===== src/rtl/sptc_pkg.sv =====
// Shared constants, types and state codes for the swept point tile collision block.
// No dependencies.
package sptc_pkg;

	localparam int MAP_COLS   = 40;
	localparam int MAP_ROWS   = 32;
	localparam int TILE_SHIFT = 5;
	localparam int FRAC_BITS  = 4;
	localparam int UNIT_SHIFT = TILE_SHIFT + FRAC_BITS;
	localparam int MAP_CELLS  = MAP_COLS * MAP_ROWS;
	localparam int ADDR_W     = $clog2(MAP_CELLS);
	localparam int COORD_W    = 16;
	localparam int DELTA_W    = COORD_W + 1;
	localparam int LEN2_W     = 2 * COORD_W + 1;
	localparam int N_W        = 8;
	localparam int N2_W       = 2 * N_W;
	localparam int CMP_W      = N2_W + 2 * UNIT_SHIFT;
	localparam int TCRD_W     = COORD_W - 1 - UNIT_SHIFT;
	localparam int DCNT_W     = $clog2(DELTA_W);
	localparam logic [7:0] SOLID_VALUE = 8'd1;

	typedef enum logic [3:0] {
		ST_CLEAR, ST_IDLE, ST_SQX, ST_SQY, ST_NCNT,
		ST_DIVX, ST_DIVY, ST_PADDR, ST_PCHK, ST_DONE
	} state_t;

	typedef struct packed {
		logic               start;
		logic [DELTA_W-1:0] dividend;
		logic [N_W-1:0]     divisor;
	} div_req_t;

	typedef struct packed {
		logic               done;
		logic [DELTA_W-1:0] quot;
		logic [N_W-1:0]     rem;
	} div_rsp_t;

	typedef struct packed {
		logic              en;
		logic [ADDR_W-1:0] addr;
		logic              data;
	} map_wr_t;

endpackage


===== src/rtl/sptc_if.sv =====
// Valid/ready channels for query/write beats and result beats.
// No dependencies.
interface sptc_in_if;
	logic        valid;
	logic        ready;
	logic        mode;
	logic [10:0] tile_addr;
	logic [7:0]  tile_value;
	logic signed [15:0] prev_x;
	logic signed [15:0] prev_y;
	logic signed [15:0] cur_x;
	logic signed [15:0] cur_y;
	modport source(output valid, mode, tile_addr, tile_value, prev_x, prev_y,
		cur_x, cur_y, input ready);
	modport sink(input valid, mode, tile_addr, tile_value, prev_x, prev_y,
		cur_x, cur_y, output ready);
endinterface

interface sptc_out_if;
	logic        valid;
	logic        ready;
	logic        hit;
	logic signed [15:0] hit_x;
	logic signed [15:0] hit_y;
	modport source(output valid, hit, hit_x, hit_y, input ready);
	modport sink(input valid, hit, hit_x, hit_y, output ready);
endinterface


===== src/rtl/sptc_div.sv =====
// Restoring divider, one quotient bit per cycle.
// Depends on sptc_pkg.
module sptc_div (
	input  logic             clk,
	input  logic             arst_n,
	input  sptc_pkg::div_req_t req,
	output sptc_pkg::div_rsp_t rsp
);
	import sptc_pkg::*;

	logic               busy_q;
	logic               done_q;
	logic [DCNT_W-1:0]  cnt_q;
	logic [DELTA_W-1:0] quot_q;
	logic [N_W-1:0]     rem_q;
	logic [N_W-1:0]     div_q;
	logic [N_W:0]       trial;

	assign trial = {rem_q, quot_q[DELTA_W-1]};

	always_ff @(posedge clk or negedge arst_n) begin
		if (!arst_n) begin
			busy_q <= 1'b0;
			done_q <= 1'b0;
			cnt_q  <= '0;
		end else begin
			done_q <= 1'b0;
			if (req.start) begin
				busy_q <= 1'b1;
				cnt_q  <= '0;
			end else if (busy_q) begin
				cnt_q <= cnt_q + 1'b1;
				if (cnt_q == DCNT_W'(DELTA_W - 1)) begin
					busy_q <= 1'b0;
					done_q <= 1'b1;
				end
			end
		end
	end

	// remainder stays below the divisor, so it fits N_W bits
	always_ff @(posedge clk) begin
		if (req.start) begin
			quot_q <= req.dividend;
			rem_q  <= '0;
			div_q  <= req.divisor;
		end else if (busy_q) begin
			if (trial >= {1'b0, div_q}) begin
				rem_q  <= N_W'(trial - {1'b0, div_q});
				quot_q <= {quot_q[DELTA_W-2:0], 1'b1};
			end else begin
				rem_q  <= trial[N_W-1:0];
				quot_q <= {quot_q[DELTA_W-2:0], 1'b0};
			end
		end
	end

	assign rsp.done = done_q;
	assign rsp.quot = quot_q;
	assign rsp.rem  = rem_q;
endmodule


===== src/rtl/sptc_map.sv =====
// Solid flag memory with a clearing sweep after reset and a registered read.
// Depends on sptc_pkg.
module sptc_map (
	input  logic                      clk,
	input  logic                      arst_n,
	input  sptc_pkg::map_wr_t         wr,
	input  logic [sptc_pkg::ADDR_W-1:0] raddr,
	output logic                      rdata,
	output logic                      ready
);
	import sptc_pkg::*;

	logic              mem [MAP_CELLS];
	logic [ADDR_W-1:0] clr_q;
	logic              clr_busy_q;

	always_ff @(posedge clk or negedge arst_n) begin
		if (!arst_n) begin
			clr_q      <= '0;
			clr_busy_q <= 1'b1;
		end else if (clr_busy_q) begin
			clr_q <= clr_q + 1'b1;
			if (clr_q == ADDR_W'(MAP_CELLS - 1)) clr_busy_q <= 1'b0;
		end
	end

	always_ff @(posedge clk) begin
		if (clr_busy_q) mem[clr_q] <= 1'b0;
		else if (wr.en) mem[wr.addr] <= wr.data;
		rdata <= mem[raddr];
	end

	assign ready = !clr_busy_q;
endmodule


===== src/rtl/swept_point_tile_collision.sv =====
// Top level: sequencer, shared squarer, divider and map for swept point queries.
// Depends on sptc_pkg, sptc_if, sptc_div, sptc_map.
//
//  channel | dir | beat contents
//  --------+-----+-----------------------------------------------------------
//  req     | in  | mode, tile_addr, tile_value, prev_x, prev_y, cur_x, cur_y
//  rsp     | out | hit, hit_x, hit_y
//
// After reset the map is swept clear, all 1280 cells, with req.ready low.
// A tile write passes from accept straight to the result state. A query
// passes accept, two squares, segment count search, two 17 step divisions
// (skipped when n is 0), an address and a check step per point, where the
// single map read port sets the point rate, and result; n is at most 182.
// One item at a time; the result sits in an output register, so a stalled
// rsp only holds the block once the next result is ready.
module swept_point_tile_collision (
	input  logic       clk,
	input  logic       arst_n,
	sptc_in_if.sink    req,
	sptc_out_if.source rsp
);
	import sptc_pkg::*;

	state_t state_q, state_d;

	logic signed [COORD_W-1:0] px_q, py_q;
	logic signed [DELTA_W-1:0] dx_q, dy_q;
	logic [LEN2_W-1:0]         len2_q;
	logic [N_W-1:0]            n_q, i_q;
	logic [N2_W-1:0]           n2_q;
	logic signed [DELTA_W-1:0] qx_q, qy_q, qdx_q, qdy_q;
	logic [N_W-1:0]            rx_q, ry_q, rdx_q, rdy_q;
	logic                      inmap_q;
	logic [COORD_W-1:0]        ptx_q, pty_q;
	logic                      res_hit_q;
	logic [COORD_W-1:0]        res_x_q, res_y_q;
	logic                      out_valid_q, out_hit_q;
	logic [COORD_W-1:0]        out_x_q, out_y_q;

	logic                      accept, map_ready, map_rdata, n_ok, load_out;
	logic signed [DELTA_W-1:0] mul_a;
	logic signed [2*DELTA_W-1:0] sq;
	logic [CMP_W-1:0]          n2_sh;
	logic [COORD_W-1:0]        ptx, pty;
	logic [TCRD_W-1:0]         col, row;
	logic                      inmap;
	logic [ADDR_W-1:0]         raddr;
	logic [N_W:0]              rx_n, ry_n;
	div_req_t                  dreq;
	div_rsp_t                  drsp;
	map_wr_t                   mwr;

	// shared squarer for dx^2 then dy^2
	assign mul_a = (state_q == ST_SQX) ? dx_q : dy_q;
	assign sq    = mul_a * mul_a;

	// (n*T)^2 >= len2 with n^2 tracked incrementally
	assign n2_sh = {n2_q, {(2*UNIT_SHIFT){1'b0}}};
	assign n_ok  = n2_sh >= CMP_W'(len2_q);

	// current point and its tile address
	assign ptx   = px_q + qx_q[COORD_W-1:0];
	assign pty   = py_q + qy_q[COORD_W-1:0];
	assign col   = ptx[COORD_W-2:UNIT_SHIFT];
	assign row   = pty[COORD_W-2:UNIT_SHIFT];
	assign inmap = !ptx[COORD_W-1] && !pty[COORD_W-1] &&
		(32'(col) < MAP_COLS) && (32'(row) < MAP_ROWS);
	assign raddr = ADDR_W'(32'(row) * MAP_COLS + 32'(col));

	assign rx_n = {1'b0, rx_q} + {1'b0, rdx_q};
	assign ry_n = {1'b0, ry_q} + {1'b0, rdy_q};

	assign accept   = req.valid && req.ready;
	assign req.ready = (state_q == ST_IDLE);
	assign load_out = (state_q == ST_DONE) && (!out_valid_q || rsp.ready);

	assign mwr.en   = accept && !req.mode && (32'(req.tile_addr) < MAP_CELLS);
	assign mwr.addr = req.tile_addr[ADDR_W-1:0];
	assign mwr.data = (req.tile_value == SOLID_VALUE);

	sptc_map u_map (
		.clk(clk), .arst_n(arst_n), .wr(mwr), .raddr(raddr),
		.rdata(map_rdata), .ready(map_ready)
	);

	sptc_div u_div (.clk(clk), .arst_n(arst_n), .req(dreq), .rsp(drsp));

	// floor quotient and remainder from magnitude division
	function automatic logic [DELTA_W+N_W-1:0] floor_fix(input logic neg,
		input logic [DELTA_W-1:0] q, input logic [N_W-1:0] r, input logic [N_W-1:0] n);
		logic [DELTA_W-1:0] qo;
		logic [N_W-1:0]     ro;
		qo = q;
		ro = r;
		if (neg) begin
			if (r != '0) begin
				qo = ~q;
				ro = n - r;
			end else begin
				qo = -q;
			end
		end
		return {qo, ro};
	endfunction

	always_ff @(posedge clk or negedge arst_n) begin
		if (!arst_n) state_q <= ST_CLEAR;
		else state_q <= state_d;
	end

	always_comb begin
		state_d       = state_q;
		dreq.start    = 1'b0;
		dreq.dividend = dy_q[DELTA_W-1] ? -dy_q : dy_q;
		dreq.divisor  = n_q;
		case (state_q)
			ST_CLEAR: if (map_ready) state_d = ST_IDLE;
			ST_IDLE: begin
				if (accept) state_d = req.mode ? ST_SQX : ST_DONE;
			end
			ST_SQX: state_d = ST_SQY;
			ST_SQY: state_d = ST_NCNT;
			ST_NCNT: begin
				if (n_ok) begin
					if (n_q == '0) begin
						state_d = ST_PADDR;
					end else begin
						state_d       = ST_DIVX;
						dreq.start    = 1'b1;
						dreq.dividend = dx_q[DELTA_W-1] ? -dx_q : dx_q;
					end
				end
			end
			ST_DIVX: begin
				if (drsp.done) begin
					state_d    = ST_DIVY;
					dreq.start = 1'b1;
				end
			end
			ST_DIVY: if (drsp.done) state_d = ST_PADDR;
			ST_PADDR: state_d = ST_PCHK;
			ST_PCHK: begin
				if ((inmap_q && map_rdata) || (i_q == n_q)) state_d = ST_DONE;
				else state_d = ST_PADDR;
			end
			ST_DONE: if (load_out) state_d = ST_IDLE;
			default: state_d = ST_IDLE;
		endcase
	end

	// datapath
	always_ff @(posedge clk) begin
		case (state_q)
			ST_IDLE: begin
				px_q      <= req.prev_x;
				py_q      <= req.prev_y;
				dx_q      <= DELTA_W'(req.cur_x) - DELTA_W'(req.prev_x);
				dy_q      <= DELTA_W'(req.cur_y) - DELTA_W'(req.prev_y);
				n_q       <= '0;
				n2_q      <= '0;
				i_q       <= '0;
				qx_q      <= '0;
				qy_q      <= '0;
				rx_q      <= '0;
				ry_q      <= '0;
				qdx_q     <= '0;
				qdy_q     <= '0;
				rdx_q     <= '0;
				rdy_q     <= '0;
				res_hit_q <= 1'b0;
				res_x_q   <= '0;
				res_y_q   <= '0;
			end
			ST_SQX: len2_q <= sq[LEN2_W-1:0];
			ST_SQY: len2_q <= len2_q + sq[LEN2_W-1:0];
			ST_NCNT: begin
				if (!n_ok) begin
					n2_q <= n2_q + {{(N_W-1){1'b0}}, n_q, 1'b1};
					n_q  <= n_q + 1'b1;
				end
			end
			ST_DIVX: begin
				if (drsp.done) {qdx_q, rdx_q} <= floor_fix(dx_q[DELTA_W-1], drsp.quot,
					drsp.rem, n_q);
			end
			ST_DIVY: begin
				if (drsp.done) {qdy_q, rdy_q} <= floor_fix(dy_q[DELTA_W-1], drsp.quot,
					drsp.rem, n_q);
			end
			ST_PADDR: begin
				ptx_q   <= ptx;
				pty_q   <= pty;
				inmap_q <= inmap;
			end
			ST_PCHK: begin
				if (inmap_q && map_rdata) begin
					res_hit_q <= 1'b1;
					res_x_q   <= ptx_q;
					res_y_q   <= pty_q;
				end else begin
					// step floor(d*i/n) to i+1
					i_q <= i_q + 1'b1;
					if (rx_n >= {1'b0, n_q}) begin
						rx_q <= N_W'(rx_n - {1'b0, n_q});
						qx_q <= qx_q + qdx_q + 1'b1;
					end else begin
						rx_q <= rx_n[N_W-1:0];
						qx_q <= qx_q + qdx_q;
					end
					if (ry_n >= {1'b0, n_q}) begin
						ry_q <= N_W'(ry_n - {1'b0, n_q});
						qy_q <= qy_q + qdy_q + 1'b1;
					end else begin
						ry_q <= ry_n[N_W-1:0];
						qy_q <= qy_q + qdy_q;
					end
				end
			end
			default: ;
		endcase
	end

	// output register
	always_ff @(posedge clk or negedge arst_n) begin
		if (!arst_n) out_valid_q <= 1'b0;
		else if (load_out) out_valid_q <= 1'b1;
		else if (rsp.ready) out_valid_q <= 1'b0;
	end

	always_ff @(posedge clk) begin
		if (load_out) begin
			out_hit_q <= res_hit_q;
			out_x_q   <= res_x_q;
			out_y_q   <= res_y_q;
		end
	end

	assign rsp.valid = out_valid_q;
	assign rsp.hit   = out_hit_q;
	assign rsp.hit_x = out_x_q;
	assign rsp.hit_y = out_y_q;
endmodule


===== src/flat_wrapper.sv =====
// flat-port wrapper written by rule: the top's interface ports become plain ports
module swept_point_tile_collision_flat import sptc_pkg::*;
  (clk, arst_n, req_valid, req_mode, req_tile_addr, req_tile_value, req_prev_x, req_prev_y, req_cur_x, req_cur_y, req_ready, rsp_valid, rsp_hit, rsp_hit_x, rsp_hit_y, rsp_ready);
  sptc_in_if req_i ();
  sptc_out_if rsp_i ();
  input  logic clk;
  input  logic arst_n;
  input wire logic [$bits(req_i.valid)-1:0] req_valid;
  input wire logic [$bits(req_i.mode)-1:0] req_mode;
  input wire logic [$bits(req_i.tile_addr)-1:0] req_tile_addr;
  input wire logic [$bits(req_i.tile_value)-1:0] req_tile_value;
  input wire logic [$bits(req_i.prev_x)-1:0] req_prev_x;
  input wire logic [$bits(req_i.prev_y)-1:0] req_prev_y;
  input wire logic [$bits(req_i.cur_x)-1:0] req_cur_x;
  input wire logic [$bits(req_i.cur_y)-1:0] req_cur_y;
  output wire logic [$bits(req_i.ready)-1:0] req_ready;
  output wire logic [$bits(rsp_i.valid)-1:0] rsp_valid;
  output wire logic [$bits(rsp_i.hit)-1:0] rsp_hit;
  output wire logic [$bits(rsp_i.hit_x)-1:0] rsp_hit_x;
  output wire logic [$bits(rsp_i.hit_y)-1:0] rsp_hit_y;
  input wire logic [$bits(rsp_i.ready)-1:0] rsp_ready;
  assign req_i.valid = req_valid;
  assign req_i.mode = req_mode;
  assign req_i.tile_addr = req_tile_addr;
  assign req_i.tile_value = req_tile_value;
  assign req_i.prev_x = req_prev_x;
  assign req_i.prev_y = req_prev_y;
  assign req_i.cur_x = req_cur_x;
  assign req_i.cur_y = req_cur_y;
  assign req_ready = req_i.ready;
  assign rsp_valid = rsp_i.valid;
  assign rsp_hit = rsp_i.hit;
  assign rsp_hit_x = rsp_i.hit_x;
  assign rsp_hit_y = rsp_i.hit_y;
  assign rsp_i.ready = rsp_ready;
  swept_point_tile_collision u_core (.clk(clk), .arst_n(arst_n), .req(req_i), .rsp(rsp_i));
endmodule

===== config.mk =====
export PLATFORM = sky130hd
export DESIGN_NAME = swept_point_tile_collision_flat
export DESIGN_NICKNAME = d
export VERILOG_FILES = /design/src/rtl/sptc_pkg.sv /design/src/rtl/sptc_if.sv /design/src/rtl/sptc_div.sv /design/src/rtl/sptc_map.sv /design/src/rtl/swept_point_tile_collision.sv /design/src/flat_wrapper.sv
export SDC_FILE = /design/constraint.sdc
export NUM_CORES = 2
export LEC_CHECK = 0
export ABC_AREA = 1
export CORE_ASPECT_RATIO = 0.9
export CORE_MARGIN = 10
export CORE_UTILIZATION = 35
export CTS_CLUSTER_DIAMETER = 120
export DETAILED_ROUTE_END_ITERATION = 6
export DONT_BUFFER_PORTS = 1
export SLEW_MARGIN = 10
export SYNTH_ARGS = -nofsm -noshare
export SYNTH_HDL_FRONTEND = slang
export SYNTH_HIERARCHICAL = 1
export SYNTH_SLANG_ARGS = --single-unit

===== constraint.sdc =====
create_clock -name clk -period 68.1 [get_ports clk]
set_input_delay 13.62 -clock clk [delete_from_list [all_inputs] [get_ports clk]]
set_output_delay 13.62 -clock clk [all_outputs]
set_load 0.01 [all_outputs]

-- After elaboration in Yosys (flattened, before gate mapping)
Memories as Yosys holds them, arrays and structs flattened. A register that Yosys moved wholly into a read port is not among the register bits.
Index checks and enable logic that the tools add are counted.
- add/subtract/negate cells: 26
- multiply operators: 2
- order comparisons: 7
- equal/unequal tests: 22
- mux-type cells: 81
- bitwise logic cells: 1
- reduce and logical (&&, ||, !) cells: 31
- operators by type and width (operator ; number):
    $mux W17 ; 15
    $pmux W17 S2 ; 4
    $mux W8 ; 12
    $pmux W16 S2 ; 3
    $pmux W8 S2 ; 6
    $add A17 B17 Y17 ; 4
    $pmux W33 S2 ; 1
    $neg A17 Y17 ; 3
    $mux W16 ; 3
    $pmux W4 S10 ; 1
    $mux W18 ; 2
    $add A17 B1 Y17 const B ; 2
    $ge A34 B33 Y1 ; 1
    $sub A16 B16 Y17 ; 2
    $add A33 B33 Y33 ; 1
    $mul A17 B17 Y33 ; 1
    $add A16 B16 Y16 ; 2
    $mux W4 ; 8
    $sub A8 B8 Y8 ; 4
    $ge A9 B8 Y1 ; 3
    $mux W1 ; 20
    $add A8 B8 Y9 ; 2
    $not A17 Y17 ; 1
    $add A16 B9 Y16 ; 1
    other kinds (31) ; 68
- flip-flop bits (word level): 387
- RAM bits: 1280
- input port bits: 88
- output and inout bits: 35
- logic and storage cells: 206
- memories: 1
- memory list (memory ; words ; width ; rd ports ; clocked after memory_dff ; wr ports ; line ; RTL):
    u_core.u_map.mem ; 1280 ; 1 ; 1 ; 1 ; 1 ; sptc_map.sv:13 ; logic mem [MAP_CELLS];

-- Longest topological paths before layout
- depth in word-level cells: 9
- mapped depth: 46
- depth with buffers taken out: 44

-- Hierarchy
The synthesis kept the hierarchy.
- modules (own cells, without submodules) (module ; times used ; cells each ; area each (um^2) ; seq. area each (um^2)):
    sptc_map ; 1 ; 5896 ; 58212.1 ; 38758.4
    swept_point_tile_collision ; 1 ; 4280 ; 34654.5 ; 9914.5
    sptc_div ; 1 ; 245 ; 2137.0 ; 1086.0

-- Worst setup path before layout
OpenSTA, ideal clock, no wires.
- kind: input-to-reg
- start point: input port req_mode
- end point: memory u_core.u_map.mem[0] (data pin)
- setup time: 6.135 ns
- arrival time: 43.696 ns
- required time: 61.965 ns
- slack: 18.268 ns
- stages: 6
- path through: inv_1 -> nand2_1 -> nor2_1 -> nand2_2 -> buf_2 -> nor2_1
- RTL lines (what ; line ; RTL):
    start, declared ; flat_wrapper.sv:9 ; input wire logic [$bits(req_i.mode)-1:0] req_mode;
    end, declared ; sptc_map.sv:13 ;

==> run metrics <==
status=completed; Multi-input gate area=39200 um^2; area grow syn2layout=8.76%; number of global-route vias before repair=69700; Register Area=approximately 50000 um^2; layout cells sized above 1=under 10%; Post-CTS Setup Repair Bufs=0; vias per inst=roughly 5.3; crit path DAT=18340 ps; Crit path required time=68590 ps; Reg-to-Reg End=u_core/len2_q[29]; core area=270000 um^2; # rows=181; worst-path fanout max=about 120; post_cts resized=0; clk sinks=1664; CP Cell Sequence=inv_1, nand2_1, nor2_1, nand2_2, nor2_4, buf_4, buf_4, buf_4; drt pass-1 iters=7; die height=514 um; Final ANT Viol Nets=0; relative slew slack=~20%; filler instances=26900; CTS tree=done; worst hold path startpoint=u_core/res_x_q[12]; Worst setup EP type=register; final net count=10800; area of the mapped netlist=95000 um^2; period utilization=26.2%; Worst Reg2Reg Path Length in Cells=36; most frequent CP cell=buf_4; Reg-to-Reg Start=u_core/state_q[2]; synth warn=6; hold_buf cts=0; Avg Inst Size Synth=9.12 um^2; Synth area leaders=edfxtp_1, nand2_1, nor2_1, nand3_1, fa_1; Die X=569 um; Num CTS Buffers=between 150 and 200; Finish-stage setup viols=0; final clock skew=61.4 ps; Hold Fails Final Rpt=0; wire length per cell=20.3 um; largest net degree at the start of global routing=between 150 and 200; maxcap violations=0; Top FF cell, synth=edfxtp_1; Worst Max-Slew Pin Slew=between 1000 and 1500 ps; clk buf depth=4; post-synth top area share=between 50% and 60%; area leader, netlist=edfxtp_1; FFs w/ async S/R, synth=under 10%; RSZ-0062 raised after global routing=false; worst hold path cell count=0; EDFF count, synth=1631; Post-Synthesis Cells=10400; Worst Hold Class=register to register; clock tree root buffer cell=clkbuf_16; reg-to-reg setup timing slack=58480 ps; Post-Route WL=281000 um; first-pass GRT wire length=423000 um; initial drt markers=7897; element type at the critical path start=primary input; DRC viols=0; Post-DP HPWL=163000 um; grt ovf=0; Buf+Inv Stages, Crit Path=4; Die Area=293000 um^2; Reg clk slew, reported paths=60 ps; GP Congestion=between 0.8 and 0.9; delay-heaviest family, CP=buffers and inverters; initial core utilization=around a third; PortBufs=0; Netlist cell types=between 60 and 70; H-tree Lvls=4; post-synthesis register bit count=1664; critical path's slowest cell=buf_4; I/O Pins=123; Max stage delay on crit path=910 ps; Period minus WS final=17850 ps; max-slew violation count=0; setup TNS=0 ps; f_max=56.0 MHz; initial antenna violation count=5; Setup CP Type=primary input to register; count leader, synth=nand2_1; Hold EP=u_core/rsp.hit_x[12]; total track usage=18.4%; vias post-DR=72800; Clk Latency, worst-skew pair=around 850 ps; Seq/Total Area, Yosys=52.4%; synth cell count leaders=nand2_1, nor2_1, edfxtp_1; net count after synthesis=11100
==> metal layers <==
metal  wire [um]  track usage [%]  up-vias
met5          13                0        -
met4        9060             5.41        2
met3       23900             2.99      543
met2      129000             30.0     2936
met1      119000             25.3    35500
li1            -                -    33800
==> cell usage in the layout (no fill, tap or decap), types with 14 or more instances in the layout <==
cell type,instances
clkbuf_1,35
edfxtp_1,1631
nand2_1,2166
nor3_1,55
o22ai_1,60
nor2_1,1891
o21bai_1,24
dfrtp_1,23
a21oi_1,312
a31oi_1,15
o21a_1,16
nand2_2,40
bufinv_16,14
clkinv_1,43
inv_1,897
o21ai_1,20
xnor2_1,52
buf_4,102
inv_2,34
ha_1,296
nor4_1,14
o21ai_0,320
fa_1,281
xor2_1,157
clkbuf_16,179
nand4_1,47
clkinv_2,21
nand3b_1,26
a21o_1,14
nand3_1,1288
==> sequential cells by signal, summed over array words and instances, names as in the netlist, 11 cells and up <==
name / flops
u_core/u_map/mem: 1280
u_core/len2_q: 33
u_core/dx_q: 17
u_core/dy_q: 17
u_core/u_div/quot_q: 17
u_core/n2_q: 16
u_core/ptx_q: 16
u_core/pty_q: 16
u_core/px_q: 16
u_core/py_q: 16
u_core/qdx_q: 16
u_core/qdy_q: 16
u_core/qx_q: 16
u_core/qy_q: 16
u_core/res_x_q: 16
u_core/res_y_q: 16
u_core/rsp.hit_x: 16
u_core/rsp.hit_y: 16
u_core/u_map/clr_q: 11
==> cell type report <==
| type | instances | share of cell area, % |
|---|---|---|
| repair buffers | 107 | 0.845 |
| clock buffers | 215 | 4.48 |
| well taps | 3568 | 4.32 |
| diodes | 4 | 0.00969 |
| multi-input cells | 7214 | 38.0 |
| clock inverters | 85 | 0.760 |
| inverters | 943 | 3.45 |
| flip-flops and latches | 1664 | 48.2 |
==> metrics by stage <==
| step | utilization [%] | hold WS (ps) | instance area, um^2 | worst slack, ps | std cells |
|---|---|---|---|---|---|
| 2_1_floorplan | - | 400 | 95000 | 18270 | 10400 |
| 3_3_place_gp | 36.2 | 401 | 97900 | 49790 | 13500 |
| 3_5_place_dp | 36.2 | 405 | 97900 | 49530 | 13500 |
| 4_1_cts | 38.2 | 419 | 103000 | 50410 | 13800 |
| 5_1_grt | 38.2 | 422 | 103000 | 50000 | 13800 |
| 6_report | 38.2 | 418 | 103000 | 50250 | 13800 |
==> kinds of logic after synthesis <==
family,after synthesis,share of synthesized area [%]
and+or+nand+nor,5591,24.4
muxes,2,0.0263
xor gates and xnor gates,215,1.98
AOI/OAI and AO/OA,828,4.85
buffers and inverters,1543,6.54
adders and majority gates,578,9.83
DFF,1664,52.4
==> worst max path at each step <==
stage                             end  slack [ps]  depth (start not counted)      from
3_5_place_dp   u_core/u_map/mem[1104]       49530                          8  req_mode
2_1_floorplan     u_core/u_map/mem[0]       18270                          6  req_mode
3_3_place_gp   u_core/u_map/mem[1168]       49790                          8  req_mode
4_1_cts        u_core/u_map/mem[1089]       50410                          8  req_mode
6_report       u_core/u_map/mem[1113]       50250                          8  req_mode
5_1_grt        u_core/u_map/mem[1088]       50000                          8  req_mode
Power is left out: the tool's default activity adds up to more than one toggle a clock period on the data nets, which glitch-free logic cannot reach.
